### config.mk
export PLATFORM = sky130hd
export DESIGN_NAME = tilt_compensated_compass_heading_core
export DESIGN_NICKNAME = d
export VERILOG_FILES = /design/src/sv/tcch_pkg.sv /design/src/sv/tilt_compensated_compass_heading_core.sv
export SDC_FILE = /design/constraint.sdc
export NUM_CORES = 2
export LEC_CHECK = 0
export BUFFER_PORTS_ARGS = -buffer_cell sky130_fd_sc_hd__buf_2
export CAP_MARGIN = 5
export CORE_ASPECT_RATIO = 1.5
export CORE_MARGIN = 2
export CORE_UTILIZATION = 30
export DETAILED_ROUTE_END_ITERATION = 6
export GPL_ROUTABILITY_DRIVEN = 0
export GPL_TIMING_DRIVEN = 0
export PLACE_DENSITY_LB_ADDON = 0.1
export SETUP_SLACK_MARGIN = 0.02
export SLEW_MARGIN = 10
export SYNTH_ARGS = -nofsm -noshare
export SYNTH_HDL_FRONTEND = slang
export SYNTH_SLANG_ARGS = --single-unit
### constraint.sdc
create_clock -name clock -period 19.9 [get_ports clock]
set_clock_uncertainty 0.15 [all_clocks]
set_input_delay 3.98 -clock clock [delete_from_list [all_inputs] [get_ports clock]]
set_output_delay 3.98 -clock clock [all_outputs]
set_load 0.01 [all_outputs]
### src/sv/tcch_pkg.sv
// tcch_pkg: widths, constants and cordic angle table for the compass heading core
// no dependencies; imported by the core and its checker

package tcch_pkg;

   // field widths
   localparam int ACCEL_W   = 17;
   localparam int MAG_W     = 16;
   localparam int DECL_W    = 15;
   localparam int HEADING_W = 17;
   localparam int TILT_W    = 22;
   localparam int CSR_IDX_W = 2;

   // register indexes
   localparam logic [CSR_IDX_W-1:0] CSR_DECLINATION   = 2'd0;
   localparam logic [CSR_IDX_W-1:0] CSR_ACCEL_PRESENT = 2'd1;
   localparam logic [CSR_IDX_W-1:0] CSR_MAG_PRESENT   = 2'd2;

   // fixed point setup
   localparam int FRAC_BITS    = 12;
   localparam int CORDIC_STEPS = 16;
   localparam int ANG_W        = FRAC_BITS + 4;
   localparam int CI_W         = (CORDIC_STEPS > 1) ? $clog2(CORDIC_STEPS) : 1;

   // shared multiplier and datapath widths
   localparam int MA_W   = 36;
   localparam int MB_W   = (ANG_W > 19) ? ANG_W : 19;
   localparam int P_W    = MA_W + MB_W;
   localparam int ACC_W  = P_W + 1;
   localparam int CX_W   = 56;
   localparam int SQ_W   = 36;
   localparam int ROOT_W = 18;
   localparam int HSUM_W = 20;

   // constants
   localparam longint PI_Q30            = 64'sd3373259426;
   localparam longint TWO_PI_Q24        = 64'sd105414357;
   localparam longint DEG64_PER_RAD_Q20 = 64'sd3845054675;
   localparam int     FULL_TURN_DEG64   = 23040;
   localparam int     NO_MAG_HEADING    = 25600;
   localparam int     TILT_RESET        = 1638400;
   localparam int     SQ_TOP_BIT        = 34;

   localparam longint PI_ANG = (PI_Q30 + (64'sd1 <<< (29 - FRAC_BITS))) >>> (30 - FRAC_BITS);

   localparam longint ATAN_TAB [32] = '{
      843314857, 497837829, 263043837, 133525159, 67021687,
      33543516, 16775851, 8388437, 4194283, 2097149,
      1048576, 524288, 262144, 131072, 65536, 32768,
      16384, 8192, 4096, 2048, 1024, 512, 256, 128,
      64, 32, 16, 8, 4, 2, 1, 0
   };

   // arctan(2^-i) in radians, FRAC_BITS fraction bits, rounded half up
   function automatic logic signed [ANG_W-1:0] cordic_angle(input logic [CI_W-1:0] idx);
      longint v;
      v = (ATAN_TAB[idx] + (64'sd1 <<< (29 - FRAC_BITS))) >>> (30 - FRAC_BITS);
      return ANG_W'(v);
   endfunction

endpackage

### src/sv/tilt_compensated_compass_heading_core.sv
// tilt_compensated_compass_heading_core: sequenced fixed point compass heading
// depends on tcch_pkg
//
// usage
//   req_* carries one beat: accelerometer triple (1/4096 g) and magnetometer
//   triple. rsp_* returns one beat per request: heading in 1/64 degree plus
//   declination, and the held tilt (roll times two pi, 1/4096).
//   csr_* writes declination, accel_present and mag_present; write only
//   while the core is idle.
// timing
//   one request at a time; req_stall is high from acceptance until the
//   response beat is taken. with no magnetometer rsp_valid rises in the
//   cycle after the request beat. the plain path runs one cordic on the
//   raw field, skipping normalize and iterations for a zero field vector.
//   each cordic run normalizes its input vector, then adds CORDIC_STEPS
//   iterations. the tilt path first spends 3 square steps, two square
//   roots and 9 projection steps, then runs a tilt cordic and a heading
//   cordic, 14 passes through the one shared multiplier in all.
//   a new request can be taken in the cycle after the response beat.
//   the response stays on rsp_* while rsp_stall is high.
// reset
//   synchronous: core idle, control registers cleared, held tilt back to 400.0.

module tilt_compensated_compass_heading_core (
   input  logic                                    clock,
   input  logic                                    reset,
   input  logic                                    req_valid,
   output logic                                    req_stall,
   input  logic signed [tcch_pkg::ACCEL_W-1:0]     req_accel_x,
   input  logic signed [tcch_pkg::ACCEL_W-1:0]     req_accel_y,
   input  logic signed [tcch_pkg::ACCEL_W-1:0]     req_accel_z,
   input  logic signed [tcch_pkg::MAG_W-1:0]       req_mag_x,
   input  logic signed [tcch_pkg::MAG_W-1:0]       req_mag_y,
   input  logic signed [tcch_pkg::MAG_W-1:0]       req_mag_z,
   output logic                                    rsp_valid,
   input  logic                                    rsp_stall,
   output logic signed [tcch_pkg::HEADING_W-1:0]   rsp_heading,
   output logic signed [tcch_pkg::TILT_W-1:0]      rsp_tilt,
   input  logic                                    csr_wr_en,
   input  logic [tcch_pkg::CSR_IDX_W-1:0]          csr_index,
   input  logic [tcch_pkg::DECL_W-1:0]             csr_wdata
);
   import tcch_pkg::*;

   typedef enum logic [21:0] {
      S_IDLE    = 22'h000001,
      S_SQ1     = 22'h000002,
      S_SQ2     = 22'h000004,
      S_SQ3     = 22'h000008,
      S_ROOT    = 22'h000010,
      S_H1      = 22'h000020,
      S_H2      = 22'h000040,
      S_H3      = 22'h000080,
      S_H4      = 22'h000100,
      S_H5      = 22'h000200,
      S_H6      = 22'h000400,
      S_H7      = 22'h000800,
      S_H8      = 22'h001000,
      S_H9      = 22'h002000,
      S_C_START = 22'h004000,
      S_C_NORM  = 22'h008000,
      S_C_ITER  = 22'h010000,
      S_TILT    = 22'h020000,
      S_HDG     = 22'h040000,
      S_OUT     = 22'h080000,
      S_SPARE0  = 22'h100000,
      S_SPARE1  = 22'h200000
   } state_type;

   // control registers
   state_type                  state_ff, state_in;
   logic signed [DECL_W-1:0]   decl_ff, decl_in;
   logic                       accel_en_ff, accel_en_in;
   logic                       mag_en_ff, mag_en_in;
   logic signed [TILT_W-1:0]   held_tilt_ff, held_tilt_in;
   logic                       root_g_ff, root_g_in;
   logic                       sel_hdg_ff, sel_hdg_in;

   // payload registers
   logic signed [ACCEL_W-1:0]  ax_ff, ax_in, ay_ff, ay_in, az_ff, az_in;
   logic signed [MAG_W-1:0]    mx_ff, mx_in, my_ff, my_in, mz_ff, mz_in;
   logic signed [ACC_W-1:0]    acc_ff, acc_in;
   logic signed [MA_W-1:0]     tmp_ff, tmp_in;
   logic signed [CX_W-1:0]     hx_ff, hx_in;
   logic [SQ_W-1:0]            sq_v_ff, sq_v_in, sq_res_ff, sq_res_in, sq_bit_ff, sq_bit_in;
   logic [ROOT_W-1:0]          r_ff, r_in, g_ff, g_in;
   logic signed [CX_W-1:0]     cx_ff, cx_in, cy_ff, cy_in;
   logic signed [ANG_W-1:0]    cz_ff, cz_in;
   logic [CI_W-1:0]            ci_ff, ci_in;
   logic signed [HEADING_W-1:0] hdg_ff, hdg_in;

   // shared multiplier and helpers
   logic signed [MA_W-1:0]     mul_a;
   logic signed [MB_W-1:0]     mul_b;
   logic signed [P_W-1:0]      prod;
   logic signed [P_W-1:0]      prod_rnd;
   logic signed [ACCEL_W:0]    az_wide;
   logic [ACCEL_W:0]           aza;
   logic                       r_zero;
   logic [SQ_W-1:0]            sq_trial;
   logic [SQ_W-1:0]            sq_round;
   logic signed [CX_W-1:0]     cy_abs;
   logic [CX_W-1:0]            big;
   logic signed [CX_W-1:0]     cx_sh, cy_sh;
   logic signed [HSUM_W-1:0]   hsum;
   logic                       req_fire, rsp_fire;

   assign req_fire = req_valid && !req_stall;
   assign rsp_fire = rsp_valid && !rsp_stall;
   assign req_stall = (state_ff != S_IDLE);
   assign rsp_valid = (state_ff == S_OUT);
   assign rsp_heading = hdg_ff;
   assign rsp_tilt = held_tilt_ff;

   assign az_wide = (ACCEL_W+1)'(az_ff);
   assign aza = (az_wide < 0) ? (ACCEL_W+1)'(-az_wide) : (ACCEL_W+1)'(az_wide);
   assign r_zero = (r_ff == '0);

   // operand selection for the shared multiplier
   always_comb begin
      mul_a = '0;
      mul_b = '0;
      unique case (state_ff)
         S_SQ1: begin mul_a = MA_W'(ay_ff); mul_b = MB_W'(ay_ff); end
         S_SQ2: begin mul_a = MA_W'(az_ff); mul_b = MB_W'(az_ff); end
         S_SQ3: begin mul_a = MA_W'(ax_ff); mul_b = MB_W'(ax_ff); end
         S_H1:  begin mul_a = MA_W'(mx_ff); mul_b = MB_W'(r_ff); end
         S_H2:  begin mul_a = MA_W'(mz_ff); mul_b = MB_W'(ax_ff); end
         S_H3:  begin mul_a = tmp_ff;       mul_b = MB_W'(r_ff); end
         S_H4:  begin mul_a = MA_W'(mx_ff); mul_b = MB_W'(ax_ff); end
         S_H5:  begin mul_a = tmp_ff;       mul_b = MB_W'(ay_ff); end
         S_H6:  begin mul_a = MA_W'(my_ff); mul_b = MB_W'(aza); end
         S_H7:  begin mul_a = tmp_ff;       mul_b = MB_W'(g_ff); end
         S_H8:  begin mul_a = MA_W'(mz_ff); mul_b = MB_W'(ay_ff); end
         S_H9:  begin mul_a = tmp_ff;       mul_b = MB_W'(r_ff); end
         S_TILT: begin mul_a = MA_W'(TWO_PI_Q24); mul_b = MB_W'(cz_ff); end
         S_HDG: begin mul_a = MA_W'(DEG64_PER_RAD_Q20); mul_b = MB_W'(cz_ff); end
         default: begin mul_a = '0; mul_b = '0; end
      endcase
   end

   assign prod = P_W'(mul_a) * P_W'(mul_b);

   // round half up before the final scaling shift
   always_comb begin
      if (state_ff == S_TILT) begin
         prod_rnd = (prod + (P_W'(1) <<< (FRAC_BITS + 11))) >>> (FRAC_BITS + 12);
      end else begin
         prod_rnd = (prod + (P_W'(1) <<< (FRAC_BITS + 19))) >>> (FRAC_BITS + 20);
      end
   end

   // square root step helpers
   assign sq_trial = sq_res_ff + sq_bit_ff;
   assign sq_round = (sq_v_ff > sq_res_ff) ? sq_res_ff + SQ_W'(1) : sq_res_ff;

   // cordic helpers
   assign cy_abs = (cy_ff < 0) ? -cy_ff : cy_ff;
   assign big = cx_ff | cy_abs;
   assign cx_sh = cx_ff >>> ci_ff;
   assign cy_sh = cy_ff >>> ci_ff;
   assign hsum = HSUM_W'(prod_rnd) + HSUM_W'(decl_ff);

   // sequencer
   always_comb begin
      state_in     = state_ff;
      decl_in      = decl_ff;
      accel_en_in  = accel_en_ff;
      mag_en_in    = mag_en_ff;
      held_tilt_in = held_tilt_ff;
      root_g_in    = root_g_ff;
      sel_hdg_in   = sel_hdg_ff;
      ax_in = ax_ff; ay_in = ay_ff; az_in = az_ff;
      mx_in = mx_ff; my_in = my_ff; mz_in = mz_ff;
      acc_in = acc_ff;
      tmp_in = tmp_ff;
      hx_in  = hx_ff;
      sq_v_in = sq_v_ff; sq_res_in = sq_res_ff; sq_bit_in = sq_bit_ff;
      r_in = r_ff; g_in = g_ff;
      cx_in = cx_ff; cy_in = cy_ff; cz_in = cz_ff; ci_in = ci_ff;
      hdg_in = hdg_ff;

      // register writes
      if (csr_wr_en) begin
         unique case (csr_index)
            CSR_DECLINATION:   decl_in = csr_wdata;
            CSR_ACCEL_PRESENT: accel_en_in = csr_wdata[0];
            CSR_MAG_PRESENT:   mag_en_in = csr_wdata[0];
            default: ;
         endcase
      end

      unique case (state_ff)
         S_IDLE: begin
            if (req_fire) begin
               ax_in = req_accel_x; ay_in = req_accel_y; az_in = req_accel_z;
               mx_in = req_mag_x; my_in = req_mag_y; mz_in = req_mag_z;
               if (!mag_en_ff) begin
                  hdg_in = HEADING_W'(NO_MAG_HEADING);
                  state_in = S_OUT;
               end else if (accel_en_ff && (req_accel_x != '0 || req_accel_y != '0)) begin
                  state_in = S_SQ1;
               end else begin
                  cx_in = CX_W'(req_mag_x);
                  cy_in = CX_W'(req_mag_y);
                  sel_hdg_in = 1'b1;
                  state_in = S_C_START;
               end
            end
         end
         // squares of the acceleration
         S_SQ1: begin
            acc_in = ACC_W'(prod);
            state_in = S_SQ2;
         end
         S_SQ2: begin
            acc_in = acc_ff + ACC_W'(prod);
            state_in = S_SQ3;
         end
         S_SQ3: begin
            sq_v_in = acc_ff[SQ_W-1:0];
            sq_res_in = '0;
            sq_bit_in = SQ_W'(1) << SQ_TOP_BIT;
            root_g_in = 1'b0;
            acc_in = acc_ff + ACC_W'(prod);
            state_in = S_ROOT;
         end
         // integer square root, one bit pair per cycle, rounded to nearest
         S_ROOT: begin
            if (sq_bit_ff == '0) begin
               if (!root_g_ff) begin
                  r_in = ROOT_W'(sq_round);
                  sq_v_in = acc_ff[SQ_W-1:0];
                  sq_res_in = '0;
                  sq_bit_in = SQ_W'(1) << SQ_TOP_BIT;
                  root_g_in = 1'b1;
               end else begin
                  g_in = ROOT_W'(sq_round);
                  state_in = S_H1;
               end
            end else begin
               if (sq_v_ff >= sq_trial) begin
                  sq_v_in = sq_v_ff - sq_trial;
                  sq_res_in = (sq_res_ff >> 1) + sq_bit_ff;
               end else begin
                  sq_res_in = sq_res_ff >> 1;
               end
               sq_bit_in = sq_bit_ff >> 2;
            end
         end
         // horizontal field components
         S_H1: begin
            acc_in = ACC_W'(prod);
            state_in = S_H2;
         end
         S_H2: begin
            tmp_in = MA_W'(acc_ff - ACC_W'(prod));
            state_in = S_H3;
         end
         S_H3: begin
            hx_in = r_zero ? CX_W'(tmp_ff) : CX_W'(prod);
            state_in = S_H4;
         end
         S_H4: begin
            tmp_in = MA_W'(prod);
            state_in = S_H5;
         end
         S_H5: begin
            acc_in = -ACC_W'(prod);
            state_in = S_H6;
         end
         S_H6: begin
            tmp_in = r_zero ? MA_W'(my_ff) : MA_W'(prod);
            state_in = S_H7;
         end
         S_H7: begin
            acc_in = acc_ff + ACC_W'(prod);
            state_in = S_H8;
         end
         S_H8: begin
            tmp_in = MA_W'(prod);
            state_in = S_H9;
         end
         S_H9: begin
            acc_in = acc_ff - ACC_W'(prod);
            cx_in = CX_W'(aza);
            cy_in = CX_W'(ay_ff);
            sel_hdg_in = 1'b0;
            state_in = S_C_START;
         end
         // cordic atan2: quadrant fold
         S_C_START: begin
            ci_in = '0;
            if (cx_ff == '0 && cy_ff == '0) begin
               cz_in = '0;
               state_in = sel_hdg_ff ? S_HDG : S_TILT;
            end else if (cx_ff < 0) begin
               cz_in = (cy_ff < 0) ? -ANG_W'(PI_ANG) : ANG_W'(PI_ANG);
               cx_in = -cx_ff;
               cy_in = -cy_ff;
               state_in = S_C_NORM;
            end else begin
               cz_in = '0;
               state_in = S_C_NORM;
            end
         end
         // cordic atan2: scale up until the larger coordinate reaches bit 48
         S_C_NORM: begin
            if (big < (CX_W'(1) << 40)) begin
               cx_in = cx_ff <<< 8;
               cy_in = cy_ff <<< 8;
            end else if (big < (CX_W'(1) << 48)) begin
               cx_in = cx_ff <<< 1;
               cy_in = cy_ff <<< 1;
            end else begin
               state_in = S_C_ITER;
            end
         end
         // cordic atan2: vectoring iterations
         S_C_ITER: begin
            if (cy_ff < 0) begin
               cx_in = cx_ff - cy_sh;
               cy_in = cy_ff + cx_sh;
               cz_in = cz_ff - cordic_angle(ci_ff);
            end else begin
               cx_in = cx_ff + cy_sh;
               cy_in = cy_ff - cx_sh;
               cz_in = cz_ff + cordic_angle(ci_ff);
            end
            ci_in = ci_ff + CI_W'(1);
            if (ci_ff == CI_W'(CORDIC_STEPS - 1)) begin
               state_in = sel_hdg_ff ? S_HDG : S_TILT;
            end
         end
         // held tilt from roll, then heading cordic on the projected field
         S_TILT: begin
            held_tilt_in = TILT_W'(prod_rnd);
            cx_in = hx_ff;
            cy_in = CX_W'(acc_ff);
            sel_hdg_in = 1'b1;
            state_in = S_C_START;
         end
         // degrees, declination and wrap
         S_HDG: begin
            if (hsum < 0) begin
               hdg_in = HEADING_W'(hsum + HSUM_W'(FULL_TURN_DEG64));
            end else begin
               hdg_in = HEADING_W'(hsum);
            end
            state_in = S_OUT;
         end
         S_OUT: begin
            if (rsp_fire) begin
               state_in = S_IDLE;
            end
         end
         default: state_in = S_IDLE;
      endcase
   end

   // control state
   always_ff @(posedge clock) begin
      if (reset) begin
         state_ff     <= S_IDLE;
         decl_ff      <= '0;
         accel_en_ff  <= 1'b0;
         mag_en_ff    <= 1'b0;
         held_tilt_ff <= TILT_W'(TILT_RESET);
         root_g_ff    <= 1'b0;
         sel_hdg_ff   <= 1'b0;
      end else begin
         state_ff     <= state_in;
         decl_ff      <= decl_in;
         accel_en_ff  <= accel_en_in;
         mag_en_ff    <= mag_en_in;
         held_tilt_ff <= held_tilt_in;
         root_g_ff    <= root_g_in;
         sel_hdg_ff   <= sel_hdg_in;
      end
   end

   // datapath
   always_ff @(posedge clock) begin
      ax_ff <= ax_in; ay_ff <= ay_in; az_ff <= az_in;
      mx_ff <= mx_in; my_ff <= my_in; mz_ff <= mz_in;
      acc_ff <= acc_in;
      tmp_ff <= tmp_in;
      hx_ff  <= hx_in;
      sq_v_ff <= sq_v_in; sq_res_ff <= sq_res_in; sq_bit_ff <= sq_bit_in;
      r_ff <= r_in; g_ff <= g_in;
      cx_ff <= cx_in; cy_ff <= cy_in; cz_ff <= cz_in; ci_ff <= ci_in;
      hdg_ff <= hdg_in;
   end

endmodule

==> Word level (Yosys, flattened, before mapping) <==
Memory sizes are Yosys's and may differ from the RTL's.
Index checks and enable logic that the tools add are counted.
W data, S select, Z words.
{ "totals": {"register_bits": 603, "mem_bits_ro": 2048, "out_inout_bits": 41, "mem_count": 1} }
{ "memory_table": {"columns": ["memory", "words", "width", "rd", "rd_clocked_by_memory_dff", "wr", "line", "source"], "rows": [
  ["(no name shown)", 32, 64, 1, 0, 0, "tcch_pkg.sv:57", "v = (ATAN_TAB[idx] + (64'sd1 <<< (29 - FRAC_BITS))) >>> (30 - FRAC_BITS);"]
]} }
{ "classes": {"addsub": 22, "n_mul": 1, "n_lt_le_gt_ge": 9, "n_eq_ne": 39, "shifts": 2, "mux": 69, "bitwise": 3, "n_reduce_logical": 45} }
{ "ops": {"columns": ["operator", "n"], "rows": [
  ["$mux W56", 18],
  ["$pmux W56 S6", 2],
  ["$pmux W22 S19", 1],
  ["$mux W36", 9],
  ["$pmux W36 S9", 1],
  ["$pmux W56 S4", 1],
  ["$pmux W36 S2", 3],
  ["$mux W22", 8],
  ["$pmux W19 S7", 1],
  ["$add A56 B56 Y56", 2],
  ["$logic_not A56 Y1", 2],
  ["$lt A56 B1 Y1 const B", 2],
  ["$neg A56 Y56", 2],
  ["$sshr A56 B4 Y56", 2],
  ["$sub A56 B56 Y56", 2],
  ["$pmux W36 S3", 1],
  ["$mux W34", 2],
  ["$mux W16", 4],
  ["$add A56 B55 Y56", 1],
  ["$lt A56 B41 Y1 const B", 1],
  ["$lt A56 B49 Y1 const B", 1],
  ["$neg A55 Y56", 1],
  ["$or A56 B56 Y56", 1],
  ["$sub A56 B55 Y56", 1],
  ["other kinds (77)", 121]
]} }

==> Depth between registers and ports, before layout <==
{ "logic_depth": {"word_depth": 10, "depth_mapped": 55, "mapped_depth_nobuf": 50} }

==> Worst setup path after synthesis <==
OpenSTA, ideal clock, no wires.
{ "synth_timing": {"path_type": "flip-flop to flip-flop", "startpoint": "register state_ff[12]", "endpoint": "register hdg_ff[14] (netlist: rsp_heading[14]), data pin", "setup_time_ps": 135, "t_arrival_ps": 13772, "t_required_ps": 19615, "path_slack_ps": 5843, "stages_incl_launch_ff": 50, "path_buffers": 6, "period_less_slack_ps": 14057, "path_cell_list": "dfxtp_1 > or4_1 > or4_1 > or4_1 > inv_1 > or4_1 > clkbuf_1 > clkbuf_1 > clkbuf_1 > a21o_1 > clkbuf_1 > nand2_1 > fa_1 > inv_1 > fa_1 > inv_1 > fa_1 > inv_1 > [... 14 more ...] > ha_1 > o211ai_1 > a2111oi_2 > a21boi_0 > xnor2_1 > ha_1 > and3_1 > a2111oi_0 > nor3_1 > a41o_1 > o21a_1 > o21ai_0 > a21oi_1 > xor2_1 > xnor3_1 > buf_4 > or3_1 > nand3_1"} }
{ "synth_via": {"elab_chain_len": 10, "word_cells_on_any_way": 33, "classes_between": "add/sub: 4; mul: 1; order compare: 1; eq/ne: 15; mux: 5; reduce/logical: 7"} }
{ "synth_rtl": {"columns": ["item", "line", "source"], "rows": [
  ["from (decl)", "tilt_compensated_compass_heading_core.sv:71", "state_type state_ff, state_in;"],
  ["from (signal assigned)", "tilt_compensated_compass_heading_core.sv:372", "state_ff <= state_in;"],
  ["$eq A22 B14 Y1, or another cell as far along", "tilt_compensated_compass_heading_core.sv:123", "unique case (state_ff)"],
  ["$reduce_or A4 Y1 (no line), or another cell as far along", null, null],
  ["$pmux W36 S9 / $pmux W19 S7 (equally long branches)", "tilt_compensated_compass_heading_core.sv:123", null],
  ["$mul A36 B19 Y55", "tilt_compensated_compass_heading_core.sv:142", "assign prod = P_W'(mul_a) * P_W'(mul_b);"],
  ["$add A54 B33 Y54 / $add A46 B25 Y46 (equally long branches)", "tilt_compensated_compass_heading_core.sv:149, tilt_compensated_compass_heading_core.sv:147", null],
  ["$mux W22 (*)", "tilt_compensated_compass_heading_core.sv:146", "if (state_ff == S_TILT) begin"],
  ["net prod_rnd[7]", "tilt_compensated_compass_heading_core.sv:96", "logic signed [P_W-1:0] prod_rnd;"],
  ["$add A20 B15 Y20 (*)", "tilt_compensated_compass_heading_core.sv:162", "assign hsum = HSUM_W'(prod_rnd) + HSUM_W'(decl_ff);"],
  ["$add A17 B16 Y17 / $lt A20 B1 Y1 (equally long branches)", "tilt_compensated_compass_heading_core.sv:346, tilt_compensated_compass_heading_core.sv:345", null],
  ["$mux W17 (*)", "tilt_compensated_compass_heading_core.sv:345", "if (hsum < 0) begin"],
  ["$pmux W17 S2 (*)", "tilt_compensated_compass_heading_core.sv:193", "unique case (state_ff)"],
  ["to (signal assigned)", "tilt_compensated_compass_heading_core.sv:392", "hdg_ff <= hdg_in;"],
  ["to (decl)", "tilt_compensated_compass_heading_core.sv:90", "logic signed [HEADING_W-1:0] hdg_ff, hdg_in;"]
]} }
The timed path passes the listed nets; every way through them passes the cells marked *.
A chain may end at the register's enable or synchronous reset.

==> Worst setup path in the final report <==
{ "layout_timing": {"startpoint": "register state_ff[12]", "endpoint": "register hdg_ff[10] (netlist: rsp_heading[10]), data pin"} }
Same word-level chain as after synthesis.

==> impl_metrics.py <==
metrics = {
    "outcome": {
        "outcome": "complete, but fails checks",
        "violations": "design-rule violations, max-capacitance violations, max-slew violations",
    },
    "clocking": {
        "root_buffer": "clkbuf_16",
        "clk_pin_slew_ns": 0.07,
        "cts-htree-levels": 3,
        "insertion_delay_ns": 0.74,
        "numClockSinks": 582,
        "postCtsResizedCells": 0,
        "post-cts-setup-buffers": 0,
        "hold_buffers": 0,
        "clockBufferDepth": 3,
        "tritoncts": "done",
        "cts_made_buffers": 71,
    },
    "grt": {
        "grt_util_all_layers": 0.326,
        "grt_max_degree": 59,
        "grt_pass1_vias": 80200,
        "overflow": 0,
        "grt_pass1_wl_um": 634000,
        "antenna_found_initial": 28,
    },
    "worst_setup_path": {
        "crit_fanout": 56,
        "worstSetupEndpointType": "flop",
        "critical_path_required_ns": 20.15,
        "critPathTopFamily": "simple AND/OR/NAND/NOR gates",
        "critPathArrivalTime_ns": 19.40,
        "cp-start-kind": "flop",
        "crit_type": "flop to flop",
        "reg2reg_from": "state_ff[12]$_SDFFE_PP0P_",
        "crit_start": "state_ff[12]$_SDFFE_PP0P_",
        "crit_path_top_delay_cell": "nor4b_1",
        "max_stage_delay_ns": 1.34,
        "critPathMostFrequentCell": "fa_1",
        "crit_buf_inv": 10,
    },
    "die": {
        "io-pin-count": 162,
        "rows": 234,
        "start_util": 0.302,
        "core_um2": 271000,
        "dieArea_um2": 277000,
        "die_h_um": 643,
        "dieWidth_um": 430,
    },
    "hold_path": {
        "hp-class": "flop to flop",
        "min-delay-start": "sel_hdg_ff$_SDFFE_PP0P_",
    },
    "yosys": {
        "synth_edf_count": 521,
        "synth_fa_ha_area_frac": 0.244,
        "synth_nets": 10800,
        "synth_area_leaders": "edfxtp_1, fa_1, ha_1, nand2_1, a21oi_1",
        "synth_top_area_share": 0.191,
        "synth_simple_gate_area_frac": 0.166,
        "synthXorXnorAreaFrac": 0.0630,
        "syn_area_um2": 81700,
        "synth_flop_cell": "edfxtp_1",
        "synthMuxAreaShare": 0.0597,
        "synth_top_family_by_area": "adder cells",
        "syn_area_per_cell_um2": 8.63,
        "synth_compound_area_frac": 0.191,
        "synth_top_area_cell": "edfxtp_1",
        "yosys_warnings": 0,
        "ys_ff_latch": 582,
        "synthArstFlopShare": 0,
        "synthCells": 9464,
        "ys_seq_area_frac": 0.206,
        "synthDistinctLibCells": 114,
    },
    "timing": {
        "period_needed_ns": 19.15,
        "worst_pin_slew_ns": 1.53,
        "finalHoldViolCount": 0,
        "setup_viol": 0,
        "max_slew_margin": -0.0210,
        "period_share": 0.962,
        "clock.fmax_ghz": 0.0522,
        "final.setup.worst_slack_ns": 0.748,
        "rsz0062_at_grt": "no",
        "setup-tns-final_ns": 0,
        "drv_slew": 14,
        "holdWs_ns": 0.273,
    },
    "cells_and_area": {
        "fin_nets": 11100,
        "fill_cells": 28600,
        "fin_area_um2": 90600,
        "drive_gt1_frac": 0.0766,
        "syn2layout_area_growth_pct": 10.9,
    },
    "detailed_routing": {
        "ant_nets": 0,
        "drt_iter0_drc": 9319,
        "via_per_inst": 6.04,
        "drc": 1,
        "vias": 80700,
        "wl_per_cell_um": 34.6,
        "wl_um": 463000,
        "drt-pass1-iter-count": 7,
    },
    "placed_design": {
        "placed_area_um2": 88200,
        "dp_slack_ns": 1.42,
        "portBuffers": 161,
        "dp_hpwl_um": 381000,
    },
    "pwr": {
        "power.density_nw_per_um2": 42.9,
        "leakagePower_nw": 36.4,
        "max-vdd-ir-drop_mv": 0.0600,
    },
    "flow_run": {
        "drv_cap": 2,
    },
}
## worst paths after layout
check / end / slack (ns) / cells past startpoint
worst min register to register: state_ff[17]$_SDFFE_PP0P_ / 0.27 / 1
worst min-delay path: state_ff[17]$_SDFFE_PP0P_ / 0.27 / 1
worst max-delay path: rsp_heading[10]$_SDFFCE_PN1P_ / 0.75 / 46
worst max register to register: rsp_heading[10]$_SDFFCE_PN1P_ / 0.75 / 46
## final cells by class
class	count	area, um2	share of cell area
diodes	16	40.0	0.000442
clock inverters	34	409	0.00451
plain buffers	579	2380	0.0263
multi-input cells	7429	59600	0.658
well taps	3540	4430	0.0489
clock buffers	87	1890	0.0208
repair buffers	227	1680	0.0186
inverters	874	3300	0.0364
flip-flops and latches	582	16900	0.186
## power by group
part | total, mW | internal [mW] | switching, mW
logic | 1.02 | 0.349 | 0.671
registers | 1.49 | 1.40 | 0.0869
clock network | 1.38 | 0.728 | 0.653
## synth_stat cells (27+ instances only)
master / count
nand2_1: 1117
inv_1: 862
nor2_1: 761
a21oi_1: 685
fa_1: 666
ha_1: 528
edfxtp_1: 521
o21ai_0: 520
clkbuf_1: 468
xnor2_1: 374
xor2_1: 209
a21o_1: 198
nor3_1: 172
nand3_1: 158
mux2i_1: 138
mux4_2: 119
nand4_1: 96
a31oi_1: 91
a211oi_1: 88
nor4_1: 83
o211ai_1: 83
o21bai_1: 81
a221oi_1: 78
and2_1: 78
or3_1: 72
nand2b_1: 70
nor2b_1: 69
dfxtp_1: 61
and3_1: 59
o221ai_1: 59
buf_1: 55
mux2_2: 50
o21a_1: 49
a22oi_1: 46
a221o_1: 43
o31ai_1: 40
a222oi_1: 39
or4_1: 37
buf_2: 35
a211o_1: 34
or2_2: 33
o22ai_1: 31
a22o_1: 27
## stage by stage
step           instances  utilization  total power, mW
5_1_grt            13400        0.335             3.99
4_1_cts            13400        0.334             3.88
3_3_place_gp       13200        0.321             2.49
6_report           13400        0.335             3.89
3_5_place_dp       13200        0.326             2.50
2_1_floorplan       9464            -             2.10
## cell families after synthesis
group | after synthesis
simple gates | 2930
compound gates | 2403
buf+inv | 1453
fa+ha+maj | 1194
xor+xnor | 585
flops | 582
mux | 317
## per-layer routing
metal	vias to the layer above	GRT usage	part of all wire	wire length, um
met5	-	0	0.00024	112
met4	16	0.306	0.12	54500
met3	1515	0.0626	0.077	35800
met2	4462	0.534	0.46	213000
met1	40500	0.352	0.34	159000
li1	34200	-	-	-
## flip-flops by register name, indices dropped and copies added, names as in the netlist, 4 cells and up
| register | flops |
|---|---|
| mz_ff | 16 |
| rsp_tilt | 22 |
| az_ff | 17 |
| ay_ff | 17 |
| sq_v_ff | 36 |
| sq_bit_ff | 18 |
| rsp_heading | 17 |
| g_ff | 18 |
| sq_res_ff | 36 |
| cz_ff | 16 |
| acc_ff | 56 |
| state_ff | 20 |
| my_ff | 16 |
| cx_ff | 56 |
| hx_ff | 55 |
| decl_ff | 15 |
| ci_ff | 4 |
| cy_ff | 56 |
| tmp_ff | 36 |
| ax_ff | 17 |
| r_ff | 18 |
| mx_ff | 16 |
## placed cells by master (no fill, tap or decap), types with 74 or more instances in the layout
cell type / synthesis / routed
nand2_1: 1117 / 1116
inv_1: 862 / 858
nor2_1: 761 / 759
a21oi_1: 685 / 681
fa_1: 666 / 666
ha_1: 528 / 528
edfxtp_1: 521 / 521
o21ai_0: 520 / 518
clkbuf_1: 468 / 455
xnor2_1: 374 / 358
xor2_1: 209 / 206
buf_2: 35 / 200
a21o_1: 198 / 198
nor3_1: 172 / 168
nand3_1: 158 / 158
mux2i_1: 138 / 138
mux4_2: 119 / 119
nand4_1: 96 / 96
a31oi_1: 91 / 90
o211ai_1: 83 / 83
o21bai_1: 81 / 81
and2_1: 78 / 78
a221oi_1: 78 / 76
a211oi_1: 88 / 74
No activity file was read; power rests on OpenSTA's default activity.
